--- config.mk ---
export PLATFORM = sky130hd
export DESIGN_NAME = unsigned_divisor_magic_number
export DESIGN_NICKNAME = d
export VERILOG_FILES = /design/src/hdl/udm_pkg.sv /design/src/hdl/udm_div.sv /design/src/hdl/unsigned_divisor_magic_number.sv
export SDC_FILE = /design/constraint.sdc
export NUM_CORES = 1
export LEC_CHECK = 0
export ABC_AREA = 1
export ABC_CLOCK_PERIOD_IN_PS = 8700
export BUFFER_PORTS_ARGS = -buffer_cell sky130_fd_sc_hd__buf_4
export CORE_ASPECT_RATIO = 2
export CORE_MARGIN = 4
export CORE_UTILIZATION = 58
export DETAILED_ROUTE_END_ITERATION = 7
export PLACE_DENSITY = 0.88
export SETUP_SLACK_MARGIN = 0.02
export SYNTH_ARGS = -nofsm -noshare
export SYNTH_HDL_FRONTEND = slang
export SYNTH_SLANG_ARGS = --single-unit
export TNS_END_PERCENT = 50
--- constraint.sdc ---
create_clock -name clk -period 8.7 [get_ports clk]
set_clock_uncertainty 0.2 [all_clocks]
set_input_delay 0.87 -clock clk [delete_from_list [all_inputs] [get_ports clk]]
set_output_delay 0.87 -clock clk [all_outputs]
set_load 0.02 [all_outputs]
--- src/hdl/udm_pkg.sv ---
// shared types and constants for the unsigned divisor magic number block
package udm_pkg;

	localparam int unsigned WORD_W = 32;
	localparam int unsigned CNT_W  = 6;
	localparam int unsigned P_W    = 7;
	localparam int unsigned SHF_W  = 6;

	localparam logic [WORD_W-1:0] TWO31       = 32'h8000_0000;
	localparam logic [WORD_W-1:0] TWO31_M1    = 32'h7FFF_FFFF;
	localparam logic [CNT_W-1:0]  DIV_STEPS   = 6'd32;
	localparam logic [P_W-1:0]    P_START     = 7'd31;
	localparam logic [P_W-1:0]    P_LIMIT     = 7'd64;
	localparam logic [P_W-1:0]    P_BIAS      = 7'd32;

	typedef enum logic [2:0] {
		ST_IDLE,
		ST_NC,
		ST_Q1,
		ST_Q2,
		ST_LOOP,
		ST_DONE
	} state_t;

endpackage

--- src/hdl/udm_div.sv ---
// restoring divider, one quotient bit per cycle, shared by all seed divisions
module udm_div
	import udm_pkg::*;
(
	input  logic              clk,
	input  logic              arst_n,
	input  logic              start,
	input  logic [WORD_W-1:0] dividend,
	input  logic [WORD_W-1:0] divisor,
	output logic              done,
	output logic [WORD_W-1:0] quotient,
	output logic [WORD_W-1:0] remainder
);

	logic [CNT_W-1:0]  cnt_q;
	logic              done_q;
	logic [WORD_W-1:0] rem_q;
	logic [WORD_W-1:0] quo_q;
	logic [WORD_W-1:0] dvs_q;
	logic [WORD_W:0]   rem_sh;
	logic [WORD_W:0]   rem_sub;
	logic              fits;

	always_comb begin
		rem_sh  = {rem_q, quo_q[WORD_W-1]};
		rem_sub = rem_sh - {1'b0, dvs_q};
		fits    = rem_sh >= {1'b0, dvs_q};
	end

	always_ff @(posedge clk or negedge arst_n) begin
		if (!arst_n) begin
			cnt_q  <= '0;
			done_q <= 1'b0;
		end else begin
			done_q <= 1'b0;
			if (start) begin
				cnt_q <= DIV_STEPS;
			end else if (cnt_q != '0) begin
				cnt_q <= cnt_q - 1'b1;
				if (cnt_q == CNT_W'(1)) begin
					done_q <= 1'b1;
				end
			end
		end
	end

	// dividend bits shift out of the top of quo_q as quotient bits enter below
	always_ff @(posedge clk) begin
		if (start) begin
			rem_q <= '0;
			quo_q <= dividend;
			dvs_q <= divisor;
		end else if (cnt_q != '0) begin
			if (fits) begin
				rem_q <= rem_sub[WORD_W-1:0];
				quo_q <= {quo_q[WORD_W-2:0], 1'b1};
			end else begin
				rem_q <= rem_sh[WORD_W-1:0];
				quo_q <= {quo_q[WORD_W-2:0], 1'b0};
			end
		end
	end

	assign done      = done_q;
	assign quotient  = quo_q;
	assign remainder = rem_q;

endmodule

--- src/hdl/unsigned_divisor_magic_number.sv ---
// top level: magic multiplier, post-shift and add flag for a constant unsigned divisor
// sequence: three seed divisions on one shared divider, 1 to 33 doubling steps and
//   a result load before m_tvalid; divisors below 2 go straight to the result load
// flow: s_tready stays low until the result is registered, so a new divisor is not taken
//   while one is in work; a result held on m_tready does not block the next word
// reset: arst_n clears the sequencer, the divider counter and the output valid; datapath registers are not reset
module unsigned_divisor_magic_number
	import udm_pkg::*;
(
	input  logic        clk,
	input  logic        arst_n,
	input  logic        s_tvalid,
	output logic        s_tready,
	input  logic [31:0] s_tdata,  // divisor[31:0]
	output logic        m_tvalid,
	input  logic        m_tready,
	output logic [39:0] m_tdata   // valid_res[0], multiplier[32:1], shift_amt[38:33], add_form[39]
);

	state_t            state_q, state_nx;
	logic              start_q, start_nx;
	logic              div_done;
	logic [WORD_W-1:0] div_quo;
	logic [WORD_W-1:0] div_rem;
	logic [WORD_W-1:0] div_dividend;
	logic [WORD_W-1:0] div_divisor;

	logic [WORD_W-1:0] d_q;
	logic [WORD_W-1:0] nc_q;
	logic [WORD_W-1:0] q1_q, r1_q, q2_q, r2_q;
	logic [P_W-1:0]    p_q;
	logic              add_q;
	logic              ok_q;

	logic              out_vld_q;
	logic              res_vld_q;
	logic [WORD_W-1:0] res_mult_q;
	logic [SHF_W-1:0]  res_shift_q;
	logic              res_add_q;

	logic [P_W-1:0]    p_nx;
	logic [WORD_W-1:0] q1_nx, r1_nx, q2_nx, r2_nx, delta;
	logic              add_nx;
	logic              go_on;
	logic [P_W-1:0]    shift_full;
	logic [SHF_W-1:0]  shift_fin;
	logic              accept;
	logic              load_out;

	udm_div u_div (
		.clk       (clk),
		.arst_n    (arst_n),
		.start     (start_q),
		.dividend  (div_dividend),
		.divisor   (div_divisor),
		.done      (div_done),
		.quotient  (div_quo),
		.remainder (div_rem)
	);

	// operands for the division that starts in the current state
	always_comb begin
		case (state_q)
			ST_NC: begin
				div_dividend = '0 - d_q;
				div_divisor  = d_q;
			end
			ST_Q1: begin
				div_dividend = TWO31;
				div_divisor  = nc_q;
			end
			ST_Q2: begin
				div_dividend = TWO31_M1;
				div_divisor  = d_q;
			end
			default: begin
				div_dividend = '0 - d_q;
				div_divisor  = d_q;
			end
		endcase
	end

	// one doubling step of both quotient/remainder pairs
	always_comb begin
		p_nx = p_q + 1'b1;
		if ({1'b0, r1_q} >= ({1'b0, nc_q} - {1'b0, r1_q})) begin
			q1_nx = {q1_q[WORD_W-2:0], 1'b1};
			r1_nx = {r1_q[WORD_W-2:0], 1'b0} - nc_q;
		end else begin
			q1_nx = {q1_q[WORD_W-2:0], 1'b0};
			r1_nx = {r1_q[WORD_W-2:0], 1'b0};
		end
		add_nx = add_q;
		if (({1'b0, r2_q} + 1'b1) >= ({1'b0, d_q} - {1'b0, r2_q})) begin
			if (q2_q >= TWO31_M1) begin
				add_nx = 1'b1;
			end
			q2_nx = {q2_q[WORD_W-2:0], 1'b1};
			r2_nx = {r2_q[WORD_W-2:0], 1'b1} - d_q;
		end else begin
			if (q2_q[WORD_W-1]) begin
				add_nx = 1'b1;
			end
			q2_nx = {q2_q[WORD_W-2:0], 1'b0};
			r2_nx = {r2_q[WORD_W-2:0], 1'b1};
		end
		delta = d_q - 1'b1 - r2_nx;
		go_on = (p_nx < P_LIMIT) &&
			((q1_nx < delta) || ((q1_nx == delta) && (r1_nx == '0)));
	end

	always_comb begin
		shift_full = p_q - P_BIAS;
		if (add_q && (shift_full != '0)) begin
			shift_full = shift_full - 1'b1;
		end
		shift_fin = shift_full[SHF_W-1:0];
	end

	assign accept   = s_tvalid && s_tready;
	assign load_out = (state_q == ST_DONE) && (!out_vld_q || m_tready);

	// sequencer
	always_comb begin
		state_nx = state_q;
		start_nx = 1'b0;
		s_tready = 1'b0;
		case (state_q)
			ST_IDLE: begin
				s_tready = 1'b1;
				if (s_tvalid) begin
					if (s_tdata < WORD_W'(2)) begin
						state_nx = ST_DONE;
					end else begin
						state_nx = ST_NC;
						start_nx = 1'b1;
					end
				end
			end
			ST_NC: begin
				if (div_done) begin
					state_nx = ST_Q1;
					start_nx = 1'b1;
				end
			end
			ST_Q1: begin
				if (div_done) begin
					state_nx = ST_Q2;
					start_nx = 1'b1;
				end
			end
			ST_Q2: begin
				if (div_done) begin
					state_nx = ST_LOOP;
				end
			end
			ST_LOOP: begin
				if (!go_on) begin
					state_nx = ST_DONE;
				end
			end
			ST_DONE: begin
				if (!out_vld_q || m_tready) begin
					state_nx = ST_IDLE;
				end
			end
			default: begin
				state_nx = ST_IDLE;
			end
		endcase
	end

	always_ff @(posedge clk or negedge arst_n) begin
		if (!arst_n) begin
			state_q   <= ST_IDLE;
			start_q   <= 1'b0;
			out_vld_q <= 1'b0;
		end else begin
			state_q <= state_nx;
			start_q <= start_nx;
			if (load_out) begin
				out_vld_q <= 1'b1;
			end else if (m_tready) begin
				out_vld_q <= 1'b0;
			end
		end
	end

	always_ff @(posedge clk) begin
		if (accept) begin
			d_q   <= s_tdata;
			ok_q  <= s_tdata >= WORD_W'(2);
			p_q   <= P_START;
			add_q <= 1'b0;
		end
		if (div_done) begin
			case (state_q)
				ST_NC: begin
					nc_q <= ~div_rem;
				end
				ST_Q1: begin
					q1_q <= div_quo;
					r1_q <= div_rem;
				end
				ST_Q2: begin
					q2_q <= div_quo;
					r2_q <= div_rem;
				end
				default: begin
				end
			endcase
		end
		if (state_q == ST_LOOP) begin
			p_q   <= p_nx;
			q1_q  <= q1_nx;
			r1_q  <= r1_nx;
			q2_q  <= q2_nx;
			r2_q  <= r2_nx;
			add_q <= add_nx;
		end
		if (load_out) begin
			res_vld_q   <= ok_q;
			res_mult_q  <= ok_q ? q2_q + 1'b1 : '0;
			res_shift_q <= ok_q ? shift_fin : '0;
			res_add_q   <= ok_q && add_q;
		end
	end

	assign m_tvalid = out_vld_q;
	assign m_tdata  = {res_add_q, res_shift_q, res_mult_q, res_vld_q};

endmodule

; Word level (Yosys, flattened, before mapping)
; Index checks and enable logic that the tools add are counted.
[totals]
register_bits = 348
input_bits = 36
out_inout_bits = 42
elab_cells = 134
[classes]
addsub = 14
magnitude_cmp = 8
eq_ne = 15
n_mux = 50
bitwise_logic = 1
reduce_logical = 25
[op_table]
columns = operator, n
row1 = $mux W32, 15
row2 = $sub A32 B32 Y32, 4
row3 = $mux W31, 3
row4 = $sub A32 B32 Y33, 2
row5 = $pmux W32 S2, 1
row6 = $add A32 B1 Y33 const B, 1
row7 = $ge A32 B33 Y1, 1
row8 = $ge A33 B32 Y1, 1
row9 = $ge A33 B33 Y1, 1
row10 = $add A32 B1 Y32 const B, 1
row11 = $eq A32 B32 Y1, 1
row12 = $ge A32 B2 Y1 const B, 1
row13 = $ge A32 B31 Y1 const B, 1
row14 = $logic_not A32 Y1, 1
row15 = $lt A32 B2 Y1 const B, 1
row16 = $lt A32 B32 Y1, 1
row17 = $not A32 Y32, 1
row18 = $sub A1 B32 Y32 const A, 1
row19 = $sub A32 B1 Y32 const B, 1
row20 = $mux W3, 7
row21 = $mux W6, 3
row22 = $pmux W3 S6, 1
row23 = $mux W1, 17
row24 = $mux W7, 2
row25 = 23 further kinds, 44

; Depth between registers and ports, before layout
[depth]
word_depth = 10
ltp_mapped = 61
depth_no_buf = 61

; Hierarchy
; Synthesis repeated with hierarchy kept, for this count alone.
[unflattened]
hier_cells = 3981
hier_area_um2 = 29659.7
[modules_own_cells]
columns = mod, instances, cells_each, area_per_inst_um2
row1 = unsigned_divisor_magic_number, 1, 2981, 22703.0
row2 = udm_div, 1, 1000, 6956.7

; Worst setup path after synthesis
; No wires, ideal clock.
[synth_timing]
kind = reg2reg
from = register d_q[0]
to = register state_q[2]
setup_time_ns = 0.065
arrival_time_ns = 8.276
required_time_ns = 8.435
setup_slack_ns = 0.159
stages_incl_launch_ff = 62
period_less_slack_ns = 8.541
cell_sequence = edfxtp_1 -> inv_1 -> ha_1 -> inv_1 -> fa_1 -> nand3_1 -> nand2_1 -> nand2_1 -> nand3_1 -> nand3_1 -> nand2_1 -> nand2_1 -> nand2_1 -> nand2_1 -> nand2_1 -> a21oi_1 -> o21ai_1 -> a21boi_0 -> [26 not listed] -> nand2_1 -> ha_1 -> nand2_1 -> nor2_1 -> nand4_1 -> nor4_1 -> nand3_1 -> a21oi_1 -> nand2_1 -> nor2_1 -> nand2_1 -> nor2_1 -> nand3_1 -> nand2_1 -> nand2_2 -> nand2_2 -> nand2_1 -> nand2_1
[synth_between]
elab_chain_len = 10
word_cells_on_any_way = 13
[synth_lines]
columns = item, line_no
row1 = from (decl), unsigned_divisor_magic_number.sv:28  ; logic [WORD_W-1:0] d_q;
row2 = from (signal assigned), unsigned_divisor_magic_number.sv:191  ; d_q <= s_tdata;
row3 = $sub A32 B32 Y33, unsigned_divisor_magic_number.sv:94  ; if (({1'b0, r2_q} + 1'b1) >= ({1'b0, d_q} - {1'b0, r2_q})) begin
row4 = $ge A33 B33 Y1, unsigned_divisor_magic_number.sv:94
row5 = $mux W32, unsigned_divisor_magic_number.sv:94
row6 = $sub A32 B32 Y32 (*), unsigned_divisor_magic_number.sv:107  ; delta = d_q - 1'b1 - r2_nx;
row7 = "parallel branches: the longest is 2 deep, another holds $lt A32 B32 Y1", n/a
row8 = $logic_or A1 B1 Y1 (*), unsigned_divisor_magic_number.sv:109  ; ((q1_nx < delta) || ((q1_nx == delta) && (r1_nx == '0)));
row9 = $logic_and A1 B1 Y1 (*), unsigned_divisor_magic_number.sv:108  ; go_on = (p_nx < P_LIMIT) &&
row10 = $ne A2 B2 Y1 (no source line) (*), n/a
row11 = $reduce_and A6 Y1 (no source line) (*), n/a
row12 = to (signal assigned), unsigned_divisor_magic_number.sv:179  ; state_q <= state_nx;
row13 = to (decl), unsigned_divisor_magic_number.sv:20  ; state_t state_q, state_nx;
; Every way passes the cells marked *.
; A chain may end at the register's enable or synchronous reset.

; Worst setup path in the final report
[layout_timing]
from = register r2_q[0]
to = register state_q[0]
[layout_between]
elab_chain_len = 10
word_cells_on_any_way = 13
[layout_lines]
columns = item, line_no
row1 = from (decl), unsigned_divisor_magic_number.sv:30  ; logic [WORD_W-1:0] q1_q, r1_q, q2_q, r2_q;
row2 = from (signal assigned), unsigned_divisor_magic_number.sv:207  ; r2_q <= div_rem;
row3 = from (signal assigned), unsigned_divisor_magic_number.sv:218  ; r2_q <= r2_nx;
row4 = $add A32 B1 Y33 or $sub A32 B32 Y33 (tied branches), unsigned_divisor_magic_number.sv:94
row5 = $ge A33 B33 Y1, unsigned_divisor_magic_number.sv:94
row6 = $mux W32 (*), unsigned_divisor_magic_number.sv:94
row7 = $sub A32 B32 Y32 (*), unsigned_divisor_magic_number.sv:107
row8 = "parallel branches: the longest is 2 deep, another holds $lt A32 B32 Y1", n/a
row9 = $logic_or A1 B1 Y1 (*), unsigned_divisor_magic_number.sv:109
row10 = $logic_and A1 B1 Y1 (*), unsigned_divisor_magic_number.sv:108
row11 = $ne A2 B2 Y1 (no source line) (*), n/a
row12 = $reduce_and A6 Y1 (no source line) (*), n/a
; Marks and branches as above.

==> flow_summary.ini <==
[timing]
rsz0062_at_grt = true
fmax_mhz = 117
slew_headroom_pct = 25.0
worst_slew_pin_slew_ps = 1120
min_period_over_period_pct = 97.8
setup-violations-final = 0
drv_slew = 0
period_needed_ps = 8510
setup-tns-final_ps = 0
finalHoldViolCount = 0

[setup_path]
worstSetupPathType = flip-flop to flip-flop
cp-start-kind = flip-flop
r2r_end = state_q[0]
max_stage_delay_ps = 390
reg2reg_slack_ps = 190
cp.required_ps = 9070
r2r_cells = 57
crit_end = state_q[0]
worstSetupEndpointType = flip-flop
critical_path.startpoint = r2_q[0]
reg2reg_from = r2_q[0]
crit_slowest_cell = edfxtp_1
path_max_fanout = 8
cp_common_cell = nand2_1
arrival_ps = 8880

[routing]
via_per_inst = 6.17
wire_per_inst_microns = 22.8
routed_wl_microns = 105000
dr.pass1.iters = 8
drt_iter0_drc = 2716
ant_nets = 0
via_count = 28300
drcViolationCount = 0

[global_routing]
grt_max_degree = 66
grtUsageTotal_pct = 38.9
grt_pass1_wl_microns = 156000
antenna_found_initial = 0
globalRouteOverflowTotal = 0
grt_pass1_vias = 28800

[floorplanning]
initial_core_util_pct = 58.8
core-area_sq_um = 48400
die-area_sq_um = 52800
ios = 78
die_w_microns = 165
fp-row-count = 114
dieHeight_microns = 321

[outcome]
status = complete, no violations

[cells_and_area]
fin_cells = 4590
drive_gt1_share_pct = 12.1
nets = 4259
area_growth_pct = 15.1
fillCellCount = 3968
fin_util_pct = 67.6

[placed_design]
dp_hpwl_microns = 82600
io_buffers = 77
dp.cells = 4511
gp_congestion = 1.09

[synth]
seq_area_frac_synth_pct = 35.4
yosysWarnings = 0
synth-edff-count = 304
async_flop_share_pct = 3.45
postSynthNetCount = 4004
ys_types = 60
ys.flop_type = edfxtp_1
synth_area_sq_um = 28400
synthCells = 3672
ys_seq_elements = 348
syn_avg_cell_area_sq_um = 7.74

[clock_tree]
cts_buffer_depth = 3
insertion_delay_ps = 640
tritoncts = built
htreeDepth = 1
clkTransAtPathRegs_ps = 80
cts-root-buf = clkbuf_16
numCtsBuffers = 30
cts_sinks = 348

[pwr]
ir_drop_v = 0.000171
p_leak_nw = 15.5
power_density_nw_per_um2 = 101

[run]
max_cap_violations = 0

[worst_hold_path]
hp-start = s_tdata[21]
min_path_type = input pin to flip-flop
-- worst max-delay path, delay by kind of cell, from the launching register on --
kind,cells,cell delay [ps]
buf+inv,8,1050
flops,1,390
simple gates,37,4280
fa+ha+maj,4,1060
compound gates,6,1130
xor+xnor,2,320
-- layout make-up --
| cell class | instances | area [sq um] | area share (%) |
|---|---|---|---|
| Antenna cell | 1 | 2.50 | 0.00765 |
| Clock inverter | 21 | 265 | 0.811 |
| Timing Repair Buffer | 288 | 2230 | 6.82 |
| Clock buffer | 35 | 810 | 2.48 |
| Sequential cell | 348 | 10100 | 30.8 |
| Tap cell | 638 | 798 | 2.44 |
| Multi-Input combinational cell | 2751 | 16600 | 50.8 |
| Inverter | 508 | 1910 | 5.85 |
-- registers in the layout (all words and copies together) (netlist names), 3 cells and up --
signal / count
state_q: 3
u_div.cnt_q: 6
u_div.dvs_q: 32
d_q: 32
u_div.remainder: 32
p_q: 7
res_shift_q: 6
res_mult_q: 32
q2_q: 32
q1_q: 31
u_div.quotient: 32
r1_q: 32
nc_q: 32
r2_q: 32
-- cells by family after synthesis --
group,Yosys count,share of synthesized area (%)
adders and majority gates,296,13.2
AOI/OAI and AO/OA,839,16.2
DFF,348,35.4
buffers and inverters,573,7.74
and+or+nand+nor,1417,21.3
xor gates and xnor gates,199,6.13
-- cell usage after synthesis (all sizes together), types with 5 or more instances --
cell type,number,area share (%)
a21boi,22,0.62
a21o,24,0.63
a21oi,332,5.8
a221oi,7,0.22
a31oi,22,0.48
buf,17,0.40
clkbuf,48,0.63
dfrtp,12,1.1
dfxtp,32,2.3
edfxtp,304,32
fa,6,0.42
ha,290,13
inv,504,6.7
nand2,831,11
nand3,121,2.2
nand3b,8,0.21
nand4,58,1.3
nor2,280,3.8
nor3,70,1.5
nor3b,5,0.15
nor4,34,0.81
o211ai,13,0.34
o21a,16,0.42
o21ai,362,6.5
o21bai,14,0.37
o31ai,6,0.16
or2,7,0.15
xnor2,83,2.6
xor2,116,3.6
-- stage by stage --
stage	total power, mW	area, sq um	worst slack (ps)	hold slack [ps]
after global placement	1.84	31000	-135	288
after detailed placement	1.84	31000	-407	291
after CTS	3.30	32200	22.3	218
after floorplan	1.83	28400	159	264
after global routing	3.36	32700	-324	227
final	3.30	32700	187	228
-- where the power goes --
group                 switching [mW]  internal, mW
clock                          0.694         0.801
sequential     0.0000000000000000164          1.79
combinational                0.00783        0.0108
-- cells in the final DEF, fill, tap and decap left out, drive strengths merged, types with 5 or more instances in the layout --
| cell type | Yosys | final |
|---|---|---|
| nand2 | 831 | 831 |
| inv | 504 | 511 |
| o21ai | 362 | 362 |
| a21oi | 332 | 332 |
| edfxtp | 304 | 304 |
| ha | 290 | 290 |
| buf | 17 | 287 |
| nor2 | 280 | 280 |
| nand3 | 121 | 121 |
| xor2 | 116 | 116 |
| xnor2 | 83 | 83 |
| nor3 | 70 | 70 |
| nand4 | 58 | 58 |
| clkbuf | 48 | 35 |
| nor4 | 34 | 34 |
| dfxtp | 32 | 32 |
| a21o | 24 | 24 |
| a31oi | 22 | 22 |
| a21boi | 22 | 22 |
| o21a | 16 | 16 |
| o21bai | 14 | 14 |
| o211ai | 13 | 13 |
| dfrtp | 12 | 12 |
| clkinv | 4 | 11 |
| nand3b | 8 | 8 |
| or2 | 7 | 7 |
| a221oi | 7 | 7 |
| o31ai | 6 | 6 |
| fa | 6 | 6 |
| nor3b | 5 | 5 |
-- layer usage --
metal	part of all wire, %	track usage, %	vias to the layer above
li1	-	-	13000
met1	29	34.8	13000
met2	50	68.9	1619
met3	6.7	6.09	701
met4	14	42.1	0
met5	0	0	-
-- worst min path at each step --
stage               slack, ps  endpoint  cells after the start
floorplan                 260  nc_q[31]                      1
global placement          290  nc_q[25]                      1
detailed placement        290  nc_q[21]                      1
CTS                       220   d_q[21]                      1
global route              230    d_q[6]                      1
finish                    230   d_q[21]                      1
-- what timing repair did --
item,4_1_cts,5_1_grt
endpoints found under the hold margin,12,0
gates cloned,0,0
hold buffers,1,0
endpoints found under the setup margin,3,3
resized for setup,22,88
pin swaps,12,59
setup buffers,4,17
Note: power is estimated with default switching activity, not from simulation.
